--- config.mk ---
export PLATFORM = sky130hd
export DESIGN_NAME = asac_front
export DESIGN_NICKNAME = d
export VERILOG_FILES = /design/src/asac_pkg.sv /design/src/asac_front.sv
export SDC_FILE = /design/constraint.sdc
export NUM_CORES = 1
export LEC_CHECK = 0
export ABC_AREA = 1
export BUFFER_PORTS_ARGS = -buffer_cell sky130_fd_sc_hd__buf_2
export CORE_MARGIN = 2
export CORE_UTILIZATION = 51
export CTS_BUF_LIST = sky130_fd_sc_hd__clkbuf_2 sky130_fd_sc_hd__clkbuf_4 sky130_fd_sc_hd__clkbuf_8
export CTS_CLUSTER_SIZE = 20
export DETAILED_ROUTE_END_ITERATION = 12
export PLACE_DENSITY_LB_ADDON = 0.15
export SKIP_LAST_GASP = 1
export SLEW_MARGIN = 5
export SYNTH_ARGS = -nofsm -noshare
export SYNTH_HDL_FRONTEND = slang
export SYNTH_SLANG_ARGS = --single-unit
--- constraint.sdc ---
create_clock -name clk -period 5.13 [get_ports clk]
set_clock_uncertainty 0.15 [all_clocks]
set_input_delay 0.2565 -clock clk [delete_from_list [all_inputs] [get_ports clk]]
set_output_delay 0.2565 -clock clk [all_outputs]
set_load 0.005 [all_outputs]
--- src/asac_pkg.sv ---
// ----------------------------------------------------------------------------
// asac_pkg
// Shared types and constants for the sensor average and convert unit.
// ----------------------------------------------------------------------------
`default_nettype none

package asac_pkg;

  localparam int CHANNELS    = 6;
  localparam int STORE_DEPTH = 7;
  localparam int DIV_STEPS   = 64;

  localparam logic [2:0] BATTERY_CH = 3'd6;

  localparam logic [2:0] REG_SPA   = 3'd0;
  localparam logic [2:0] REG_BITS  = 3'd1;
  localparam logic [2:0] REG_MASK  = 3'd2;
  localparam logic [2:0] REG_MODES = 3'd3;
  localparam logic [2:0] REG_CONV  = 3'd4;
  localparam logic [2:0] REG_WTEMP = 3'd5;

  localparam logic [2:0] MODE_RAW   = 3'd0;
  localparam logic [2:0] MODE_VOLT  = 3'd1;
  localparam logic [2:0] MODE_THERM = 3'd2;
  localparam logic [2:0] MODE_PH    = 3'd3;
  localparam logic [2:0] MODE_TURB  = 3'd4;
  localparam logic [2:0] MODE_EC    = 3'd5;
  localparam logic [2:0] MODE_TDS   = 3'd6;
  localparam logic [2:0] MODE_SAL   = 3'd7;

  localparam logic [1:0] ST_OK  = 2'd0;
  localparam logic [1:0] ST_SAT = 2'd1;
  localparam logic [1:0] ST_DIV = 2'd2;

  localparam logic signed [65:0] VAL_MAX_W  = 66'sh0_7FFF_FFFF_FFFF;
  localparam logic signed [65:0] VAL_MIN_W  = -66'sh0_8000_0000_0000;
  localparam logic signed [65:0] KELVIN_Q16 = 66'sd17901158;
  localparam logic [29:0]        LN2_Q30    = 30'd744261118;
  localparam logic [63:0]        THERM_NUM  = 64'd117769250 << 36;
  localparam logic signed [63:0] THERM_D0   = 64'sd414187520000;
  localparam logic signed [63:0] HORNER_C0  = 64'sd1676804096;
  localparam logic signed [63:0] HORNER_C1  = 64'sd5618991104;

  typedef enum logic [2:0] {
    K_RAW, K_VOLT, K_THERM, K_PH, K_EC, K_TDS, K_SAL, K_BATT
  } kind_t;

  typedef enum logic [3:0] {
    BK_IDLE, BK_START, BK_VDIV, BK_MSTART, BK_MUL, BK_MRES, BK_EDIV,
    BK_LOG_INIT, BK_LOG_ITER, BK_LOG_END, BK_LN, BK_DEN, BK_TDIV,
    BK_FDIV, BK_FIN, BK_OUT
  } bk_state_t;

  typedef struct packed {
    logic [7:0]         spa;
    logic [4:0]         adc_bits;
    logic [5:0]         en_mask;
    logic [17:0]        modes;
    logic               conv_on;
    logic signed [14:0] wtemp;
  } cfg_t;

  typedef struct packed {
    logic [2:0]  ch;
    logic [15:0] avg;
    kind_t       kind;
  } job_t;

  typedef struct packed {
    logic        start;
    logic [63:0] num;
    logic [40:0] den;
  } div_req_t;

endpackage

`default_nettype wire

--- src/asac_front.sv ---
// ----------------------------------------------------------------------------
// asac_front
// Per-channel accumulation, averaging shift and conversion classification.
// ----------------------------------------------------------------------------
`default_nettype none

module asac_front (
  input  wire logic           clk,
  input  wire logic           rst_n,
  input  wire asac_pkg::cfg_t cfg,
  input  wire logic           in_valid,
  output logic                in_ready,
  input  wire logic [2:0]     in_ch,
  input  wire logic [15:0]    in_sample,
  input  wire logic           q_full,
  output logic                push,
  output asac_pkg::job_t      job
);

  logic [23:0] sum_r [asac_pkg::STORE_DEPTH];
  logic [7:0]  cnt_r [asac_pkg::STORE_DEPTH];

  logic        accept;
  logic        keep;
  logic        complete;
  logic [7:0]  need;
  logic [23:0] sum_new;
  logic [7:0]  cnt_new;
  logic [23:0] shifted;
  logic [2:0]  mode;

  assign in_ready = !q_full;
  assign accept   = in_valid && in_ready;

  always_comb begin
    keep = 1'b0;
    if (in_ch == asac_pkg::BATTERY_CH) begin
      keep = 1'b1;
    end else if (in_ch < 3'(asac_pkg::CHANNELS)) begin
      keep = cfg.en_mask[in_ch];
    end
  end

  assign need     = (cfg.spa == 8'd0) ? 8'd1 : cfg.spa;
  assign sum_new  = sum_r[in_ch] + {8'b0, in_sample};
  assign cnt_new  = cnt_r[in_ch] + 8'd1;
  assign complete = cnt_new >= need;

  always_comb begin
    case (need)
      8'd2:    shifted = sum_new >> 1;
      8'd4:    shifted = sum_new >> 2;
      8'd8:    shifted = sum_new >> 3;
      8'd16:   shifted = sum_new >> 4;
      default: shifted = sum_new;
    endcase
  end

  always_comb begin
    case (in_ch)
      3'd0:    mode = cfg.modes[2:0];
      3'd1:    mode = cfg.modes[5:3];
      3'd2:    mode = cfg.modes[8:6];
      3'd3:    mode = cfg.modes[11:9];
      3'd4:    mode = cfg.modes[14:12];
      3'd5:    mode = cfg.modes[17:15];
      default: mode = asac_pkg::MODE_RAW;
    endcase
    if (!cfg.conv_on) begin
      mode = asac_pkg::MODE_RAW;
    end
  end

  always_comb begin
    job.ch  = in_ch;
    job.avg = shifted[15:0];
    if (in_ch == asac_pkg::BATTERY_CH) begin
      job.kind = asac_pkg::K_BATT;
    end else begin
      case (mode)
        asac_pkg::MODE_VOLT:  job.kind = asac_pkg::K_VOLT;
        asac_pkg::MODE_THERM: job.kind = asac_pkg::K_THERM;
        asac_pkg::MODE_PH:    job.kind = asac_pkg::K_PH;
        asac_pkg::MODE_EC:    job.kind = asac_pkg::K_EC;
        asac_pkg::MODE_TDS:   job.kind = asac_pkg::K_TDS;
        asac_pkg::MODE_SAL:   job.kind = asac_pkg::K_SAL;
        default:              job.kind = asac_pkg::K_RAW;
      endcase
    end
  end

  assign push = accept && keep && complete;

  always_ff @(posedge clk) begin
    if (!rst_n) begin
      for (int i = 0; i < asac_pkg::STORE_DEPTH; i++) begin
        sum_r[i] <= '0;
        cnt_r[i] <= '0;
      end
    end else if (accept && keep) begin
      sum_r[in_ch] <= complete ? 24'd0 : sum_new;
      cnt_r[in_ch] <= complete ? 8'd0 : cnt_new;
    end
  end

endmodule

`default_nettype wire

## After elaboration in Yosys (flattened, before gate mapping)

Memory sizes are Yosys's and may differ from the RTL's.
Index checks and enable logic that the tools add are counted.

| storage, ports and cells | value |
|---|---|
| logic and storage cells | 53 |
| latch bits | 0 |
| output and inout bits | 24 |
| bits in writable memories | 224 |
| memory bits (read-only) | 0 |
| memories kept | 2 |
| flip-flop bits (word level) | 0 |

Memories:

| name | depth | width | rd ports | clocked after memory_dff | wr ports | line | source |
|---|---|---|---|---|---|---|---|
| sum_r | 7 | 24 | 1 | 0 | 7 | asac_front.sv:20 | `logic [23:0] sum_r [asac_pkg::STORE_DEPTH];` |
| cnt_r | 7 | 8 | 1 | 0 | 7 | asac_front.sv:21 | `logic [7:0] cnt_r [asac_pkg::STORE_DEPTH];` |

| cells by class | value |
|---|---|
| reduce and logical (&&, ||, !) cells | 8 |
| div/mod/pow operators | 0 |
| bitwise logic cells | 0 |
| shift-type cells | 0 |
| $lt $le $gt $ge | 3 |
| equality and inequality tests | 16 |
| multiplexer cells | 22 |
| add/subtract/negate cells | 2 |
| multiply operators | 0 |

Operators with widths:

| operator | number |
|---|---|
| 16-bit one-hot mux with 4 select lines | 1 |
| 24-bit two-way mux | 2 |
| 3-bit one-hot mux with 6 select lines | 2 |
| 24-bit by 16-bit adder with 24-bit output | 1 |
| 8-bit two-way mux | 3 |
| 24-bit OR reduction | 1 |
| 3-bit == test, second input constant | 6 |
| 3-bit by 2-bit == test with 1-bit output, second input constant | 4 |
| 3-bit two-way mux | 4 |
| 1-bit two-way mux | 9 |
| 8-bit by 1-bit adder with 8-bit output, second input constant | 1 |
| 8-bit by 2-bit == test with 1-bit output, second input constant | 1 |
| 8-bit by 3-bit == test with 1-bit output, second input constant | 1 |
| 8-bit by 4-bit == test with 1-bit output, second input constant | 1 |
| 8-bit by 5-bit == test with 1-bit output, second input constant | 1 |
| 8-bit greater-or-equal comparator | 1 |
| 8-bit logical NOT | 1 |
| 8-bit OR reduction | 1 |
| 3-bit by 1-bit == test with 1-bit output, second input constant | 2 |
| 3-bit by 4-bit less-than comparator with 1-bit output, second input constant | 1 |
| 1-bit binary-select mux with 3-bit select | 1 |
| 1-bit logical AND | 3 |
| 3-bit logical NOT | 1 |
| 3-bit less-than comparator, second input constant | 1 |
| 1-bit logical NOT | 1 |

## Depth between registers and ports, before layout

| depth | value |
|---|---|
| word-level depth | 10 |
| gate-level depth with buffers | 26 |

## Least setup slack after synthesis

No wires, ideal clock.

| timing path | value |
|---|---|
| path type | input port to output port |
| from | input port in_ch[0] |
| to | output port job[15] in the netlist's numbering |
| data arrival time | 2.909 ns |
| path slack | 1.815 ns |
| required time | 4.723 ns |
| stages | 20 |
| path through | buf_6 -> nand2_8 -> inv_4 -> buf_6 -> buf_2 -> buf_1 -> a22oi_1 -> a31oi_1 -> ha_1 -> nand2_1 -> inv_1 -> o21ai_0 -> nand2_1 -> a21oi_1 -> nand2_1 -> xor2_1 -> nand2_1 -> o21ai_0 -> nor2_1 -> o21ai_0 |

RTL lines:

| element | line | source |
|---|---|---|
| start: declaration | asac_front.sv:13 | `input wire logic [2:0] in_ch,` |
| end: declaration | asac_front.sv:17 | `output asac_pkg::job_t job` |

==> impl_metrics.toml <==
[worst_setup_path]
r2r_cells = 18
worst-setup-path-type = "input port to output port"
r2r-start = "cnt_r[0][0]"
path_max_fanout = 27
critPathCapture = "job[15]"
cpPeakStageDelay_ns = 0.49
worst-path-stages = 21
cp_slowest_cell = "a31oi_1"
crit_top_cell = "nand2_1"
worst-r2r-setup-slack_ns = 1.28
cp-end-kind = "output port"
path_buf_inv = 4
critPathLaunchType = "input port"
required_ns = 4.72
path_cells = "buf_2, inv_4, nor2_4, buf_4, nand2_1, nand4_1, nor2_1, a31oi_1, ha_1, nand3_1, nand3_1, nand2_1, nand3_2, nand2_1, nand2_1, xor2_1, nand2_1, o21ai_0, nor2_1, o21ai_0, buf_2"
arrival_ns = 4.36
cp_top_family = "simple AND/OR/NAND/NOR gates"
crit_start = "in_ch[0]"
worstReg2RegEnd = "cnt_r[0][6]"

[yosys]
synth_warnings = 0
synth_seq_area_share = 0.536
synth_edf_count = 196
synthArstFlopShare = 0
ys_top_cells_by_area = "edfxtp_1 49%, nand2_1 11%, nor2_1 5.8%"
synthCells = 1340
synth_flop_cell = "edfxtp_1"
synth.largest_area_cell = "edfxtp_1"
netlist.area_leader.share = 0.490
yosys-top-cells-count = "339 x nand2_1, 196 x edfxtp_1, 185 x nor2_1, 114 x inv_1, 59 x nand3_1"
syn_avg_cell_area_um2 = 8.97
ys_types = 50
netlist_area_um2 = 12000
ys_ff_latch = 224
yosysMostFrequentCell = "nand2_1"

[clock_network]
cts_tree = "done"
post_cts_buffers = 0
cts.repair.resized = 0
path_clk_slew_ns = 0.06
numClockSinks = 224
insertion_delay_ns = 0.53
ctsRootBufferMaster = "clkbuf_8"
htree_levels = 2
hold_buffers = 0
cts_buffers = 37
ctsLongestPathBuffers = 3

[floorplan]
dieArea_um2 = 24800
fp.coreArea_um2 = 23300
fp.dieH_um = 158
dieWidth_um = 158
initial_utilization = 0.515
rows = 56
io_pins = 100

[route]
wire_per_inst_um = 18.3
drtIter0Drc = 914
ant_nets = 0
drc = 0
first_pass_iters = 5
drt-vias-per-instance = 5.48
dr_total_vias = 9894
drt_wl_total_um = 33000

[final_layout]
nets = 1558
layoutNonFillerInstCount = 1804
drive_gt1_frac = 0.178
final_cell_area_um2 = 13600
syn_to_final_growth_pct = 13.5
finish.utilization = 0.585
antennaDiodeCount = 0

[power_and_ir_drop]
p_seq_frac = 0.468
p_leak_nw = 5.78
pwr-share-comb = 0.148
pwr-share-clk = 0.384
p_sw_frac = 0.267
ir_drop_mv = 0.151
power.density_nw_per_um2 = 322
internal_power_mw = 3.22
switchingPower_mw = 1.18
p_total_mw = 4.40

[timing]
max_freq_ghz = 0.210
setup_violations = 0
setup-tns-final_ns = 0
timing.slew.headroom = 0.367
rsz0062_at_grt = "false"
worst_pin_slew_ns = 0.949
slew_violations = 0
period_minus_slack_ns = 4.77
finalHoldViolCount = 0
finalCritPeriodShare = 0.930

[placement]
dp_hpwl_um = 21900
place_inst = 1736
place.gp.congestion = 0.854
place.port_buffers = 79
placed_cell_area_um2 = 12800

[worst_hold_path]
hold_path.class = "input port to register"

[global_routing]
antenna_found_initial = 0
grt_overflow_total = 0
grt_first_pass_wirelength_um = 50800
track_usage = 0.272
grt_max_degree = 40
grt_pass1_vias = 9463

[job]
drv.max_cap_violation_count = 0

[run_status]
status = "finished clean"
-- placed cells by master, fill, tap and decap left out, types with 3 or more instances in the layout --
cell type / Yosys / routed
nor3_1: 4 / 4
a211oi_1: 8 / 8
a31oi_1: 16 / 16
xor2_1: 9 / 9
o21a_1: 5 / 5
inv_4: 3 / 3
a22oi_1: 44 / 44
buf_12: 1 / 3
edfxtp_1: 196 / 196
nand3_4: 4 / 4
nand3_2: 3 / 3
o22ai_1: 16 / 16
o21ai_1: 8 / 8
nand2_2: 16 / 16
nor2_4: 7 / 7
nand3_1: 59 / 59
buf_4: 9 / 28
clkinv_2: 2 / 10
o21ai_0: 51 / 51
ha_1: 25 / 25
nor2_2: 26 / 26
conb_1: 1 / 28
nand4_1: 32 / 32
a21oi_1: 42 / 42
nor2_1: 185 / 185
clkbuf_4: 0 / 11
dfxtp_1: 28 / 28
inv_2: 15 / 15
clkbuf_8: 0 / 45
nand2_4: 3 / 3
nand2_1: 339 / 339
inv_1: 114 / 114
buf_2: 13 / 79
-- through the flow --
| stage | setup slack (ns) | hold WS, ns |
|---|---|---|
| final | 0.359 | 0.162 |
| after global routing | 0.100 | 0.164 |
| after CTS | 0.456 | 0.145 |
| after detailed placement | 0.426 | 0.306 |
| after global placement | 0.488 | 0.303 |
| after floorplan | 1.81 | 0.294 |
-- metal layers --
metal,GRT usage,part of all wire,vias to the layer above
li1,-,-,4736
met1,0.361,0.42,4656
met2,0.459,0.47,446
met3,0.0526,0.090,56
met4,0.0723,0.020,0
met5,0,0,-
-- power groups by stage --
stage | Sequential, mW | Combinational, mW | Clock (mW)
finish | 2.06 | 0.652 | 1.69
detailed placement | 2.10 | 0.643 | 0
global route | 2.06 | 0.722 | 1.78
CTS | 2.06 | 0.645 | 1.71
global placement | 2.10 | 0.637 | 0
floorplan | 2.09 | 0.420 | 0
-- layout make-up --
cell class	count	area, um^2
fillers	2136	9690
flip-flops and latches	224	6450
multi-input cells	949	4810
clock buffers	56	702
repair buffers	110	666
inverters	134	513
well taps	319	399
clock inverters	12	111
-- registers in the layout (all words and copies together) (netlist names) --
name / cells
sum_r: 160
cnt_r: 64
-- worst min-delay path by stage --
| stage | slack, ns | end | cells after the start | from |
|---|---|---|---|---|
| floorplan | 0.29 | cnt_r[6][0] | 2 | cnt_r[6][0] |
| global placement | 0.30 | cnt_r[6][0] | 2 | cnt_r[6][0] |
| detailed placement | 0.31 | cnt_r[6][0] | 2 | cnt_r[6][0] |
| CTS | 0.15 | sum_r[6][12] | 4 | rst_n |
| global route | 0.16 | sum_r[6][12] | 4 | rst_n |
| finish | 0.16 | cnt_r[6][5] | 4 | rst_n |
-- worst reg2reg max path, delay by kind of cell, from the launching register on --
kind	cells	cell delay [ns]
AND/OR/NAND/NOR	12	1.75
AO/OA/AOI/OAI	2	0.48
buffers and inverters	2	0.37
flip-flops	1	0.37
adder cells (fa/ha/maj)	2	0.59
-- logic make-up after synthesis --
| kind of cell | after synthesis | share of synthesized area |
|---|---|---|
| buf+inv | 194 | 0.0726 |
| fa+ha+maj | 26 | 0.0277 |
| flops | 224 | 0.536 |
| xor+xnor | 10 | 0.00729 |
| simple gates | 690 | 0.258 |
| compound gates | 195 | 0.0979 |
| other cells | 1 | 0.000312 |
Note: power is estimated with default switching activity, not from simulation.
