`src/asac_pkg.sv`:
```
// ----------------------------------------------------------------------------
// asac_pkg
// Shared types and constants for the sensor average and convert unit.
// ----------------------------------------------------------------------------
`default_nettype none

package asac_pkg;

  localparam int CHANNELS    = 6;
  localparam int STORE_DEPTH = 7;
  localparam int DIV_STEPS   = 64;

  localparam logic [2:0] BATTERY_CH = 3'd6;

  localparam logic [2:0] REG_SPA   = 3'd0;
  localparam logic [2:0] REG_BITS  = 3'd1;
  localparam logic [2:0] REG_MASK  = 3'd2;
  localparam logic [2:0] REG_MODES = 3'd3;
  localparam logic [2:0] REG_CONV  = 3'd4;
  localparam logic [2:0] REG_WTEMP = 3'd5;

  localparam logic [2:0] MODE_RAW   = 3'd0;
  localparam logic [2:0] MODE_VOLT  = 3'd1;
  localparam logic [2:0] MODE_THERM = 3'd2;
  localparam logic [2:0] MODE_PH    = 3'd3;
  localparam logic [2:0] MODE_TURB  = 3'd4;
  localparam logic [2:0] MODE_EC    = 3'd5;
  localparam logic [2:0] MODE_TDS   = 3'd6;
  localparam logic [2:0] MODE_SAL   = 3'd7;

  localparam logic [1:0] ST_OK  = 2'd0;
  localparam logic [1:0] ST_SAT = 2'd1;
  localparam logic [1:0] ST_DIV = 2'd2;

  localparam logic signed [65:0] VAL_MAX_W  = 66'sh0_7FFF_FFFF_FFFF;
  localparam logic signed [65:0] VAL_MIN_W  = -66'sh0_8000_0000_0000;
  localparam logic signed [65:0] KELVIN_Q16 = 66'sd17901158;
  localparam logic [29:0]        LN2_Q30    = 30'd744261118;
  localparam logic [63:0]        THERM_NUM  = 64'd117769250 << 36;
  localparam logic signed [63:0] THERM_D0   = 64'sd414187520000;
  localparam logic signed [63:0] HORNER_C0  = 64'sd1676804096;
  localparam logic signed [63:0] HORNER_C1  = 64'sd5618991104;

  typedef enum logic [2:0] {
    K_RAW, K_VOLT, K_THERM, K_PH, K_EC, K_TDS, K_SAL, K_BATT
  } kind_t;

  typedef enum logic [3:0] {
    BK_IDLE, BK_START, BK_VDIV, BK_MSTART, BK_MUL, BK_MRES, BK_EDIV,
    BK_LOG_INIT, BK_LOG_ITER, BK_LOG_END, BK_LN, BK_DEN, BK_TDIV,
    BK_FDIV, BK_FIN, BK_OUT
  } bk_state_t;

  typedef struct packed {
    logic [7:0]         spa;
    logic [4:0]         adc_bits;
    logic [5:0]         en_mask;
    logic [17:0]        modes;
    logic               conv_on;
    logic signed [14:0] wtemp;
  } cfg_t;

  typedef struct packed {
    logic [2:0]  ch;
    logic [15:0] avg;
    kind_t       kind;
  } job_t;

  typedef struct packed {
    logic        start;
    logic [63:0] num;
    logic [40:0] den;
  } div_req_t;

endpackage

`default_nettype wire

```
`src/asac_fifo.sv`:
```
// ----------------------------------------------------------------------------
// asac_fifo
// Two-entry queue of completed averages between front and back.
// ----------------------------------------------------------------------------
`default_nettype none

module asac_fifo (
  input  wire logic           clk,
  input  wire logic           rst_n,
  input  wire logic           push,
  input  wire asac_pkg::job_t push_job,
  input  wire logic           pop,
  output logic                full,
  output logic                valid,
  output asac_pkg::job_t      head
);

  asac_pkg::job_t mem_r [2];
  logic           wr_ptr_r;
  logic           rd_ptr_r;
  logic [1:0]     count_r;

  always_ff @(posedge clk) begin
    if (!rst_n) begin
      wr_ptr_r <= 1'b0;
      rd_ptr_r <= 1'b0;
      count_r  <= '0;
    end else begin
      if (push) begin
        wr_ptr_r <= ~wr_ptr_r;
      end
      if (pop) begin
        rd_ptr_r <= ~rd_ptr_r;
      end
      if (push && !pop) begin
        count_r <= count_r + 2'd1;
      end else if (pop && !push) begin
        count_r <= count_r - 2'd1;
      end
    end
  end

  always_ff @(posedge clk) begin
    if (push) begin
      mem_r[wr_ptr_r] <= push_job;
    end
  end

  assign full  = count_r == 2'd2;
  assign valid = count_r != 2'd0;
  assign head  = mem_r[rd_ptr_r];

endmodule

`default_nettype wire

```
`config.mk`:
```
export PLATFORM = sky130hd
export DESIGN_NAME = asac_fifo
export DESIGN_NICKNAME = d
export VERILOG_FILES = /design/src/asac_pkg.sv /design/src/asac_fifo.sv
export SDC_FILE = /design/constraint.sdc
export NUM_CORES = 1
export LEC_CHECK = 0
export BUFFER_PORTS_ARGS = -buffer_cell sky130_fd_sc_hd__buf_2
export CORE_UTILIZATION = 45
export CTS_CLUSTER_DIAMETER = 150
export DETAILED_ROUTE_END_ITERATION = 10
export PLACE_DENSITY = 0.73
export SYNTH_ARGS = -nofsm -noshare
export SYNTH_HDL_FRONTEND = slang
export SYNTH_SLANG_ARGS = --single-unit
```
`constraint.sdc`:
```
create_clock -name clk -period 1.8 [get_ports clk]
set_input_delay 0.09 -clock clk [delete_from_list [all_inputs] [get_ports clk]]
set_output_delay 0.09 -clock clk [all_outputs]
set_load 0.03 [all_outputs]
```
======== After elaboration in Yosys (flattened, before gate mapping) ========
Memory sizes are Yosys's and may differ from the RTL's. A register that Yosys moved wholly into a read port is not among the register bits.
Cells that the tools add are included.
storage, ports and cells
  memories kept ........................... 1
  output and inout bits ................... 24
  word-level logic and storage cells ...... 21
  bits in registers ....................... 4
  RAM bits ................................ 44
  input bits .............................. 26
memory list
  name   depth  width  read ports  clocked after Yosys merged registers in  wr ports  line             source
  mem_r  2      22     1           1                                        1         asac_fifo.sv:18  asac_pkg::job_t mem_r [2];
cells by class
  eq/ne operators ......................... 1
  reduce and logical (&&, ||, !) cells .... 6
  add/subtract/negate cells ............... 2
  bitwise logic cells ..................... 2
  mux-type cells .......................... 6
operators by type and width
  cell                   count
  $mux W1                4
  $mux W2                2
  $reduce_bool A2 Y1     2
  $add A2 B1 Y2 const B  1
  $eq A2 B2 Y1 const B   1
  $logic_and A1 B1 Y1    2
  $logic_not A1 Y1       2
  $not A1 Y1             2
  $sub A2 B1 Y2 const B  1

======== Longest topological paths before layout ========
Gate-level depths: netlist of run 1.
  word-level depth ........................ 4
  mapped depth ............................ 5
  mapped depth without buffers ............ 5

======== Worst setup path after synthesis of run 1 ========
OpenSTA, ideal clock, no wires.
  path type ............................... register to register
  from .................................... register wr_ptr_r
  to ...................................... memory mem_r[0][0] in the netlist's numbering, enable pin
  clock period less this slack ............ 1.745 ns
  setup time .............................. 0.405 ns
  stages on the path, launching flop included .. 2
  path slack .............................. 0.055 ns
  data required time ...................... 1.395 ns
  path buffers ............................ 0
  data arrival time ....................... 1.340 ns
  path through ............................ dfxtp_1 nor2b_1
RTL lines
  what                    line             source
  start, declared         asac_fifo.sv:19  logic wr_ptr_r;
  start signal, assigned  asac_fifo.sv:30  wr_ptr_r <= ~wr_ptr_r;
  end, declared           asac_fifo.sv:18
Straight into the memory's write port.

==> results by group, run 1 <==
Timing
  – Pins Over Slew Limit: 0
  – Final setup TNS: 0 ns
  – Fmax: 663 MHz
  – Final Cycle Share: 83.8%
  – RSZ-0062 raised after global routing: false
  – Slew Limit Headroom: 86.2%
  – Crit path time final: 1.51 ns
  – Slew @ Worst Pin: 0.207 ns
  – Skew final: 0.00173 ns
  – Final hold viol count: 0
  – Final setup vio count: 0

CTS
  – Clock Latency Late Sink: 0.29 ns
  – CTS tree: built
  – Post-CTS Setup Bufs: 0
  – CTS buffer count: 5
  – Clk buf depth: 2
  – # H-tree levels: 2
  – CTS root buf: clkbuf_8
  – Number of gates resized after CTS: 0
  – CTS sink count: 49
  – Worst-path clk slew: 0.08 ns

Critical path
  – Nature of the critical path endpoint: primary output
  – Data required time of the worst path: 1.71 ns
  – Startpoint Class: flop
  – Max FO, Critical Path: 15
  – Crit Path Category: flop to primary output
  – Crit path DAT: 1.42 ns

GRT
  – Met1 usage: 17.4%
  – Largest net degree at the start of global routing: 16
  – GR peak layer: met2
  – Vias in the first global route: 1141
  – GRT overflow: 0
  – Initial antenna violation count: 0
  – Met2 global-route usage: 28.7%
  – Global-route wire length before repair: 4840 um
  – GR Layer Usage met3: 3.13%
  – Tot GR Track Use: 15.9%

Die
  – I/O pins: 50
  – Initial Util: 48.1%
  – # rows: 22
  – Core Area: 3740 um^2
  – Die height: 65.3 um
  – Die Span X: 65.3 um
  – Full die area: 4260 um^2

Route
  – Via density per instance: 4.73
  – Via Count: 1046
  – Post-DRT Antenna Nets: 0
  – Pre-antenna DRT Iters: 4
  – DRT iter0 DRCs: 26
  – Drc violations: 0
  – Routed WL: 2930 um
  – Wire length per cell: 13.2 um

Place
  – Port bufs: 49
  – Routability cong.: 0.626
  – Post-place instance area: 2140 um^2
  – Post-DP HPWL: 1960 um

Run
  – Maxcap violations: 0

Synthesis
  – Area leader, netlist: edfxtp_1
  – Synthesized flop and latch total: 49
  – Share of the synthesized area in the top cell type: 73.4%
  – Seq/Total Area, Yosys: 78.9%
  – Cell count after synthesis: 90
  – Post-synth cell types: 16
  – Top post-synthesis cells by area: edfxtp_1 (73%), mux2_2 (14%), dfxtp_1 (5.6%), and2_1 (1.4%), xor2_1 (0.97%)
  – Synthesis Warnings: 0
  – Mapped Nets: 117
  – Mapped Area: 1800 um^2
  – Syn Area/Cell: 20.0 um^2

Hold path
  – Hold Crit Class: primary input to flop

Finish
  – Fraction of layout cells with a size suffix above 1: 50.9%
  – Filler cells: 278
  – Final #Nets: 199
  – Antenna cell count: 0
  – Final instance area: 2500 um^2
  – P&R area growth vs syn: 38.7%

Pwr
  – Worst ir drop on vdd: 0.639 mV
  – Pwr Density: 1050 nW/um^2
  – Leakage: 0.983 nW

Status
  – Outcome: complete, no violations
[layout by cell type (no fill, tap or decap)]
cell type	instances
o21a_1	1
and2b_2	1
buf_4	6
nor2b_2	1
bufinv_16	2
dlygate4sd3_1	22
xnor2_1	1
edfxtp_1	44
clkinv_2	1
o21ai_0	1
dfxtp_1	5
and2_1	4
a21boi_1	1
buf_2	49
mux2_2	22
clkbuf_8	5
xor2_1	2
inv_1	1
ha_1	1
or2_2	1
or3_1	1
nor2b_1	1
[worst max-delay path: stages, from the launching register on]
cell and delay [ns]:
dfxtp_1 0.34, buf_4 0.24, mux2_2 0.37, buf_2 0.18
[logic make-up after synthesis]
group                    count (synthesis)  share of synthesized area, %
adder cells (fa/ha/maj)                  1                         0.695
buffers and inverters                    3                         0.764
AO/OA/AOI/OAI                            3                          1.11
XOR/XNOR                                 3                          1.46
multiplexers                            22                          13.8
flip-flops                              49                          78.9
AND/OR/NAND/NOR                          9                          3.27
[through the flow]
step                hold WS, ns  std cells  setup slack (ns)  power [W]  util (%)
global placement          0.279        191             0.633    0.00172      57.3
global route             0.0612        221             0.225    0.00271      66.7
CTS                      0.0475        221             0.264    0.00265      66.7
floorplan                 0.189         90            0.0554    0.00160         -
detailed placement        0.283        191             0.610    0.00173      57.3
finish                   0.0595        221             0.291    0.00262      66.7
[power by group]
group          leakage, nW  internal [W]  switching (W)  total (W)
registers            0.455       0.00131      0.0000206    0.00133
clock network       0.0681      0.000551       0.000330   0.000881
logic                0.460      0.000177       0.000231   0.000408
total                0.983       0.00204       0.000582    0.00262
[final cells by class]
class                      instances  area, um^2  share of cell area [%]
sequential                        49        1420                    56.9
clock inverter                     3        65.1                    2.61
inverter                           1        3.75                   0.150
multi-input combinational         38         368                    14.7
clock buffer                       5        68.8                    2.76
timing repair buffer              77         510                    20.4
tap                               48        60.1                    2.40
[state kept, by name, summed over array words and instances, names as in the netlist, named ones only]
| signal | flops |
|---|---|
| count_r | 2 |
| mem_r | 44 |
| rd_ptr_r | 1 |
| wr_ptr_r | 1 |
[path summary, 6_finish.rpt]
check / from / end / slack [ns] / depth (start not counted)
hold / removal: rst_n / wr_ptr_r$_SDFFE_PN0P_ / 0.06 / 2
setup / recovery: flop / head[12] / 0.29 / 3
hold reg to reg: count_r[1]$_SDFFE_PN0P_ / count_r[1]$_SDFFE_PN0P_ / 0.53 / 2
setup reg to reg: count_r[0]$_SDFFE_PN0P_ / count_r[1]$_SDFFE_PN0P_ / 0.76 / 3
[routing by layer]
layer | up-vias | share of wire (%)
li1 | 505 | -
met3 | 5 | 4.6
met4 | 0 | 1.5
met1 | 499 | 41
met2 | 37 | 53
met5 | - | 0
[synthesized netlist by cell type]
cell      count
and2b_2       1
xnor2_1       1
inv_1         1
or2_2         1
o21ai_0       1
mux2_2       22
dfxtp_1       5
and2_1        4
nor2b_1       2
edfxtp_1     44
xor2_1        2
ha_1          1
or3_1         1
buf_2         2
a21boi_1      1
o21a_1        1
[timing repair]
item / CTS / global route
endpoints found under the hold margin: 44 / 0
hold buffers: 22 / 0
endpoints found under the setup margin: 0 / 0
(Power assumes the default switching activity.)
==> inputs of run 2 (changes only) <==
--- a/config.mk
+++ b/config.mk
@@ -9,7 +9,7 @@
 export CORE_UTILIZATION = 45
 export CTS_CLUSTER_DIAMETER = 150
 export DETAILED_ROUTE_END_ITERATION = 10
-export PLACE_DENSITY = 0.73
+export PLACE_DENSITY = 0.7
 export SYNTH_ARGS = -nofsm -noshare
 export SYNTH_HDL_FRONTEND = slang
 export SYNTH_SLANG_ARGS = --single-unit
==> constraint.sdc (replaced) <==
create_clock -name clk -period 1.47 [get_ports clk]
set_input_delay 0.0735 -clock clk [delete_from_list [all_inputs] [get_ports clk]]
set_output_delay 0.0735 -clock clk [all_outputs]
set_load 0.03 [all_outputs]
==> run 2 against run 1 <==
Non-clock buffer count is 2 higher. Via count is 0.19% higher. Clock power is 18% lower. Worst hold slack worse by 0.023 ns. Clock-buffer cell count is 1 higher. Sequential share of layout area is 0.21 points higher. Sequential power is 23% higher. Combinational power is 29% higher. Setup slack worse by 0.24 ns. Register-to-register slack worse by 0.39 ns. First-iteration DRC count is 58% lower. Largest cell class unchanged. Cell count is 0.90% higher.
==> results by group, run 2 (synthesis results as in run 1) <==
Status
  – Outcome: complete, no violations

GRT
  – Largest net degree at the start of global routing: 18 (+2)
  – Initial antenna violation count: 0 (unchanged)
  – Tot GR Track Use: 15.2% (-0.66 points)
  – Global-route wire length before repair: 4570 um (-5.6%)
  – Vias in the first global route: 1050 (-8.0%)
  – GRT overflow: 0 (unchanged)

Finish
  – P&R area growth vs syn: 38.6%
  – Final #Nets: 201 (+1.0%)
  – Filler-free cell count of the finished design: 223 (+0.90%)
  – Antenna cell count: 0 (unchanged)
  – Fraction of layout cells with a size suffix above 1: 51.4% (+0.56 points)
  – Commonest cells after routing, fill and taps aside: buf_2 (49), edfxtp_1 (44), mux2_2 (22), dlygate4sd3_1 (22), buf_4 (6)
  – Most common cell after layout, fill and taps aside: buf_2
  – Max FFs per register: 44 (unchanged)
  – Filler cells: 282 (+1.4%)
  – Largest regs: mem_r x44, count_r x2
  – Biggest register: mem_r

Die
  – # rows: 22 (unchanged)
  – Full die area: 4260 um^2 (unchanged)
  – Core Area: 3740 um^2 (unchanged)
  – Initial Util: 48.1% (unchanged)
  – Die height: 65.3 um (unchanged)
  – Die Span X: 65.3 um (unchanged)
  – I/O pins: 50 (unchanged)

Critical path
  – Max FO, Critical Path: 8 (-7)
  – Crit Path Category: flop to primary output
  – Startpoint Class: flop
  – Data required time of the worst path: 1.40 ns (-0.31 ns)
  – Nature of the critical path endpoint: primary output
  – Crit path DAT: 1.35 ns (-0.07 ns)

CTS
  – CTS root buf: clkbuf_8
  – Clk buf depth: 2 (unchanged)
  – # H-tree levels: 2 (unchanged)
  – CTS buffer count: 5 (unchanged)
  – Clock Latency Late Sink: 0.29 ns (about the same)
  – Worst-path clk slew: 0.08 ns (about the same)
  – CTS sink count: 49 (unchanged)
  – CTS tree: built

Pwr
  – Switching pwr: 0.000712 W (+22%)
  – Worst ir drop on vdd: 0.915 mV (+43%)
  – Logic gate share of total power: 18.3% (+2.7 points)
  – Leakage: 0.980 nW (-0.27%)
  – Sequential group share of total power: 56.6% (+5.9 points)
  – Design Power: 0.00288 W (+10%)
  – Pint: 0.00217 W (+6.6%)
  – Clock Power Share: 25.2% (-8.5 points)
  – Sw Share: 24.7% (+2.5 points)
  – Pwr Density: 1160 nW/um^2 (+10%)

Place
  – Place WS: 0.264 ns (-0.346 ns)
  – Port bufs: 49 (unchanged)
  – Post-DP HPWL: 1960 um (+0.16%)
  – Routability cong.: 0.671 (+7.3%)
  – Placed Cells incl. Taps: 192 (+0.52%)

Timing
  – Skew final: 0.00670 ns (+0.00497 ns)
  – Slew Limit Headroom: 83.9% (-2.3 points)
  – Slew @ Worst Pin: 0.241 ns (+0.0342 ns)
  – Final setup TNS: 0 ns (unchanged)
  – Crit path time final: 1.42 ns
  – Final setup vio count: 0 (unchanged)
  – Pins Over Slew Limit: 0 (unchanged)
  – Fmax: 703 MHz
  – Final hold viol count: 0 (unchanged)
  – RSZ-0062 raised after global routing: true
  – Final Cycle Share: 96.8%
  – Slack of the critical path: 0.0468 ns (-0.244 ns)

Run
  – Maxcap violations: 0 (unchanged)

Route
  – Post-DRT Antenna Nets: 0 (unchanged)
  – DRT iter0 DRCs: 11 (-58%)
  – Routed WL: 3070 um (+5.0%)
  – Drc violations: 0 (unchanged)
  – Via density per instance: 4.70 (-0.71%)
  – Pre-antenna DRT Iters: 4 (unchanged)
  – Via Count: 1048 (+0.19%)
  – Wire length per cell: 13.8 um (+4.1%)

Hold path
  – Hold Crit Class: primary input to flop
==> run 2: layout make-up <==
cell class | count | area [um^2] | area share (%)
Clock buffer | 6 | 72.6 | 2.91
Clock inverter | 2 | 10.0 | 0.401
Inverter | 1 | 3.75 | 0.150
Multi-Input combinational cell | 38 | 368 | 14.7
Sequential cell | 49 | 1430 | 57.1
Tap cell | 48 | 60.1 | 2.41
Timing Repair Buffer | 79 | 556 | 22.3
==> run 2: what timing repair did <==
action / CTS / global route
gates resized for setup: 4 / 1
hold buffers: 22 / 0
hold endpoints to repair: 44 / 0
cloned: 0 / 1
setup buffers: 0 / 0
setup endpoints to repair: 17 / 5
==> run 2: path summary, 6_finish.rpt <==
kind                           start                       to  slack [ns]  depth (start not counted)
max                             flop                  head[0]        0.05                          3
min                            rst_n    wr_ptr_r$_SDFFE_PN0P_        0.04                          2
max reg2reg    wr_ptr_r$_SDFFE_PN0P_    mem_r[1][1]$_DFFE_PP_        0.37                          2
min reg2reg  count_r[1]$_SDFFE_PN0P_  count_r[1]$_SDFFE_PN0P_        0.53                          2
==> run 2: through the flow <==
step	utilization (%)	cell area [um^2]	hold slack, ns
2_1_floorplan	-	1800	0.172
3_3_place_gp	57.5	2150	0.261
3_5_place_dp	57.5	2150	0.266
4_1_cts	65.9	2470	0.0277
5_1_grt	66.6	2490	0.0345
6_report	66.6	2490	0.0360
==> run 2: worst max-delay path: stages (launching register included) <==
cell and delay [ns]:
dfxtp_4 0.39, clkbuf_16 0.16, mux2_2 0.33, buf_2 0.18
==> run 2: routing by layer <==
metal	global-route usage (%)	vias up	routed length, um
met5	0	-	0
met1	16.2	500	1350
met4	5.71	0	44
met3	4.86	5	144
li1	-	509	-
met2	27.7	34	1530
==> run 2: power groups by stage <==
stage	clock [W]	sequential (W)	combinational (W)
after global routing	0.000799	0.00164	0.000559
final	0.000725	0.00163	0.000526
after CTS	0.000752	0.00163	0.000516
after global placement	0	0.00165	0.000454
after floorplan	0	0.00165	0.000312
after detailed placement	0	0.00166	0.000463
==> inputs of run 3 (changes only) <==
--- a/config.mk
+++ b/config.mk
@@ -9,7 +9,7 @@
 export CORE_UTILIZATION = 45
 export CTS_CLUSTER_DIAMETER = 150
 export DETAILED_ROUTE_END_ITERATION = 10
-export PLACE_DENSITY = 0.7
+export PLACE_DENSITY = 0.8
 export SYNTH_ARGS = -nofsm -noshare
 export SYNTH_HDL_FRONTEND = slang
 export SYNTH_SLANG_ARGS = --single-unit
==> run 3 against run 2 <==
Clock skew decreased by 0.0026 ns. Cell count decreased by 0.45%. Critical path type unchanged. Largest power group unchanged. Combinational power decreased by 3%. Critical endpoint is now head[6]. Highest routed layer unchanged. Register-to-register slack improved by 0.03 ns. Wire length decreased by 2.8%. Via count about the same.
==> results by group, run 3 (synthesis results as in run 1) <==
Status
  – Outcome: complete, no violations

Finish
  – Largest regs: mem_r x44, count_r x2
  – Filler cells: 292 (+3.5%)
  – Max FFs per register: 44 (unchanged)
  – Area occupied by registers: 1430 um^2 (unchanged)
  – Biggest register: mem_r
  – Area of the multi-input gates: 368 um^2 (unchanged)
  – Fraction of layout cells with a size suffix above 1: 50.6% (-0.85 points)
  – Most common cell after layout, fill and taps aside: buf_2
  – Commonest cells after routing, fill and taps aside: buf_2 (49), edfxtp_1 (44), mux2_2 (22), dlygate4sd3_1 (22)
  – P&R area growth vs syn: 38.4%
  – Antenna cell count: 0 (unchanged)
  – Final #Nets: 200 (-0.50%)

Route
  – Pre-antenna DRT Iters: 3 (-1)
  – Routed WL: 2990 um (-2.8%)
  – Via density per instance: 4.72 (+0.35%)
  – DRT iter0 DRCs: 13 (+2)
  – Post-DRT Antenna Nets: 0 (unchanged)
  – Drc violations: 0 (unchanged)
  – Wire length per cell: 13.5 um (-2.4%)
  – Via Count: 1047 (-0.095%)

Critical path
  – Data required time of the worst path: 1.40 ns (about the same)
  – Crit path DAT: 1.32 ns (-0.03 ns)
  – Startpoint Class: flop
  – Crit Path Category: flop to primary output
  – Nature of the critical path endpoint: primary output
  – Max FO, Critical Path: 5 (-3)

Timing
  – Final setup TNS: 0 ns (unchanged)
  – Crit path time final: 1.40 ns (-0.0277 ns)
  – Fmax: 717 MHz (+2.0%)
  – Slew Limit Headroom: 88.6% (+4.6 points)
  – Pins Over Slew Limit: 0 (unchanged)
  – Final setup vio count: 0 (unchanged)
  – Slew @ Worst Pin: 0.170 ns (-0.0710 ns)
  – Skew final: 0.00408 ns (-0.00262 ns)
  – Final Cycle Share: 94.9% (-1.9 points)
  – Final hold viol count: 0 (unchanged)
  – RSZ-0062 raised after global routing: false

CTS
  – Clock Latency Late Sink: 0.28 ns (about the same)
  – CTS root buf: clkbuf_8
  – Worst-path clk slew: 0.08 ns (about the same)
  – Post-CTS Setup Bufs: 0 (unchanged)
  – CTS sink count: 49 (unchanged)
  – CTS buffer count: 5 (unchanged)
  – Clk buf depth: 2 (unchanged)
  – CTS tree: built
  – # H-tree levels: 2 (unchanged)

Die
  – Die Span X: 65.3 um (unchanged)
  – # rows: 22 (unchanged)
  – Die height: 65.3 um (unchanged)
  – Core Area: 3740 um^2 (unchanged)
  – I/O pins: 50 (unchanged)
  – Initial Util: 48.1% (unchanged)
  – Full die area: 4260 um^2 (unchanged)

GRT
  – Initial antenna violation count: 0 (unchanged)
  – GRT overflow: 0 (unchanged)
  – Global-route wire length before repair: 4800 um (+4.8%)
  – Largest net degree at the start of global routing: 15 (-3)
  – Tot GR Track Use: 15.5% (+0.26 points)
  – Vias in the first global route: 1126 (+7.2%)

Run
  – Maxcap violations: 0 (unchanged)

Pwr
  – Switching pwr: 0.000692 W (-2.9%)
  – Design Power: 0.00302 W (+4.8%)
  – Leakage: 0.977 nW (-0.39%)
  – Logic gate share of total power: 16.8% (-1.5 points)
  – Worst ir drop on vdd: 0.976 mV (+6.8%)
  – Pint: 0.00233 W (+7.4%)
  – Clock Power Share: 29.2% (+4.0 points)
  – Sw Share: 22.9% (-1.8 points)
  – Sequential group share of total power: 54.0% (-2.6 points)
  – Pwr Density: 1210 nW/um^2 (+4.9%)

Hold path
  – Hold Crit Class: primary input to flop

Place
  – Port bufs: 49 (unchanged)
  – Post-DP HPWL: 2070 um (+5.3%)
  – Routability cong.: 0.626 (-6.8%)
## run 3: what timing repair did
action                     in CTS  in global routing
hold buffers                   22                  0
setup endpoints to repair       0                 22
hold endpoints to repair       44                  0
resized for setup               0                  7
## run 3: routing by layer
metal | share of wire, % | GRT usage (%) | vias to the layer above
li1 | - | - | 505
met1 | 38 | 16.7 | 503
met2 | 55 | 27.4 | 33
met3 | 6.0 | 5.73 | 6
met4 | 1.3 | 5.43 | 0
met5 | 0 | 0 | -
## run 3: critical path, stage by stage (launching register included)
cell,delay (ns)
dfxtp_4,0.37
buf_4,0.15
mux2_2,0.33
buf_2,0.18
## run 3: worst paths after layout
check,slack (ns),cells past startpoint,to,start
setup reg to reg,0.40,3,count_r[1]$_SDFFE_PN0P_,count_r[0]$_SDFFE_PN0P_
hold reg to reg,0.54,2,count_r[1]$_SDFFE_PN0P_,count_r[1]$_SDFFE_PN0P_
setup / recovery,0.07,3,head[6],flop
hold / removal,0.04,2,wr_ptr_r$_SDFFE_PN0P_,rst_n
## run 3: final cells by class
| type | count | share of cell area (%) |
|---|---|---|
| Clock buffer | 6 | 2.91 |
| Clock inverter | 2 | 1.36 |
| Inverter | 1 | 0.151 |
| Multi-Input combinational cell | 38 | 14.8 |
| Sequential cell | 49 | 57.2 |
| Tap cell | 48 | 2.41 |
| Timing Repair Buffer | 78 | 21.2 |
## run 3: power by group through the flow
| stage | registers (W) | logic [W] | clock network, W |
|---|---|---|---|
| detailed placement | 0.00166 | 0.000457 | 0 |
| CTS | 0.00163 | 0.000505 | 0.000913 |
| global route | 0.00164 | 0.000545 | 0.000958 |
| finish | 0.00163 | 0.000509 | 0.000882 |
| global placement | 0.00165 | 0.000444 | 0 |
| floorplan | 0.00165 | 0.000312 | 0 |
## run 3: through the flow
step	instances	cell area, um^2	worst slack [ns]	util, %	hold slack (ns)
2_1_floorplan	90	1800	0.144	-	0.172
3_3_place_gp	191	2140	0.360	57.3	0.262
3_5_place_dp	191	2140	0.343	57.3	0.265
4_1_cts	221	2470	0.0176	66.0	0.0409
5_1_grt	222	2490	0.0147	66.6	0.0484
6_report	222	2490	0.0745	66.6	0.0448
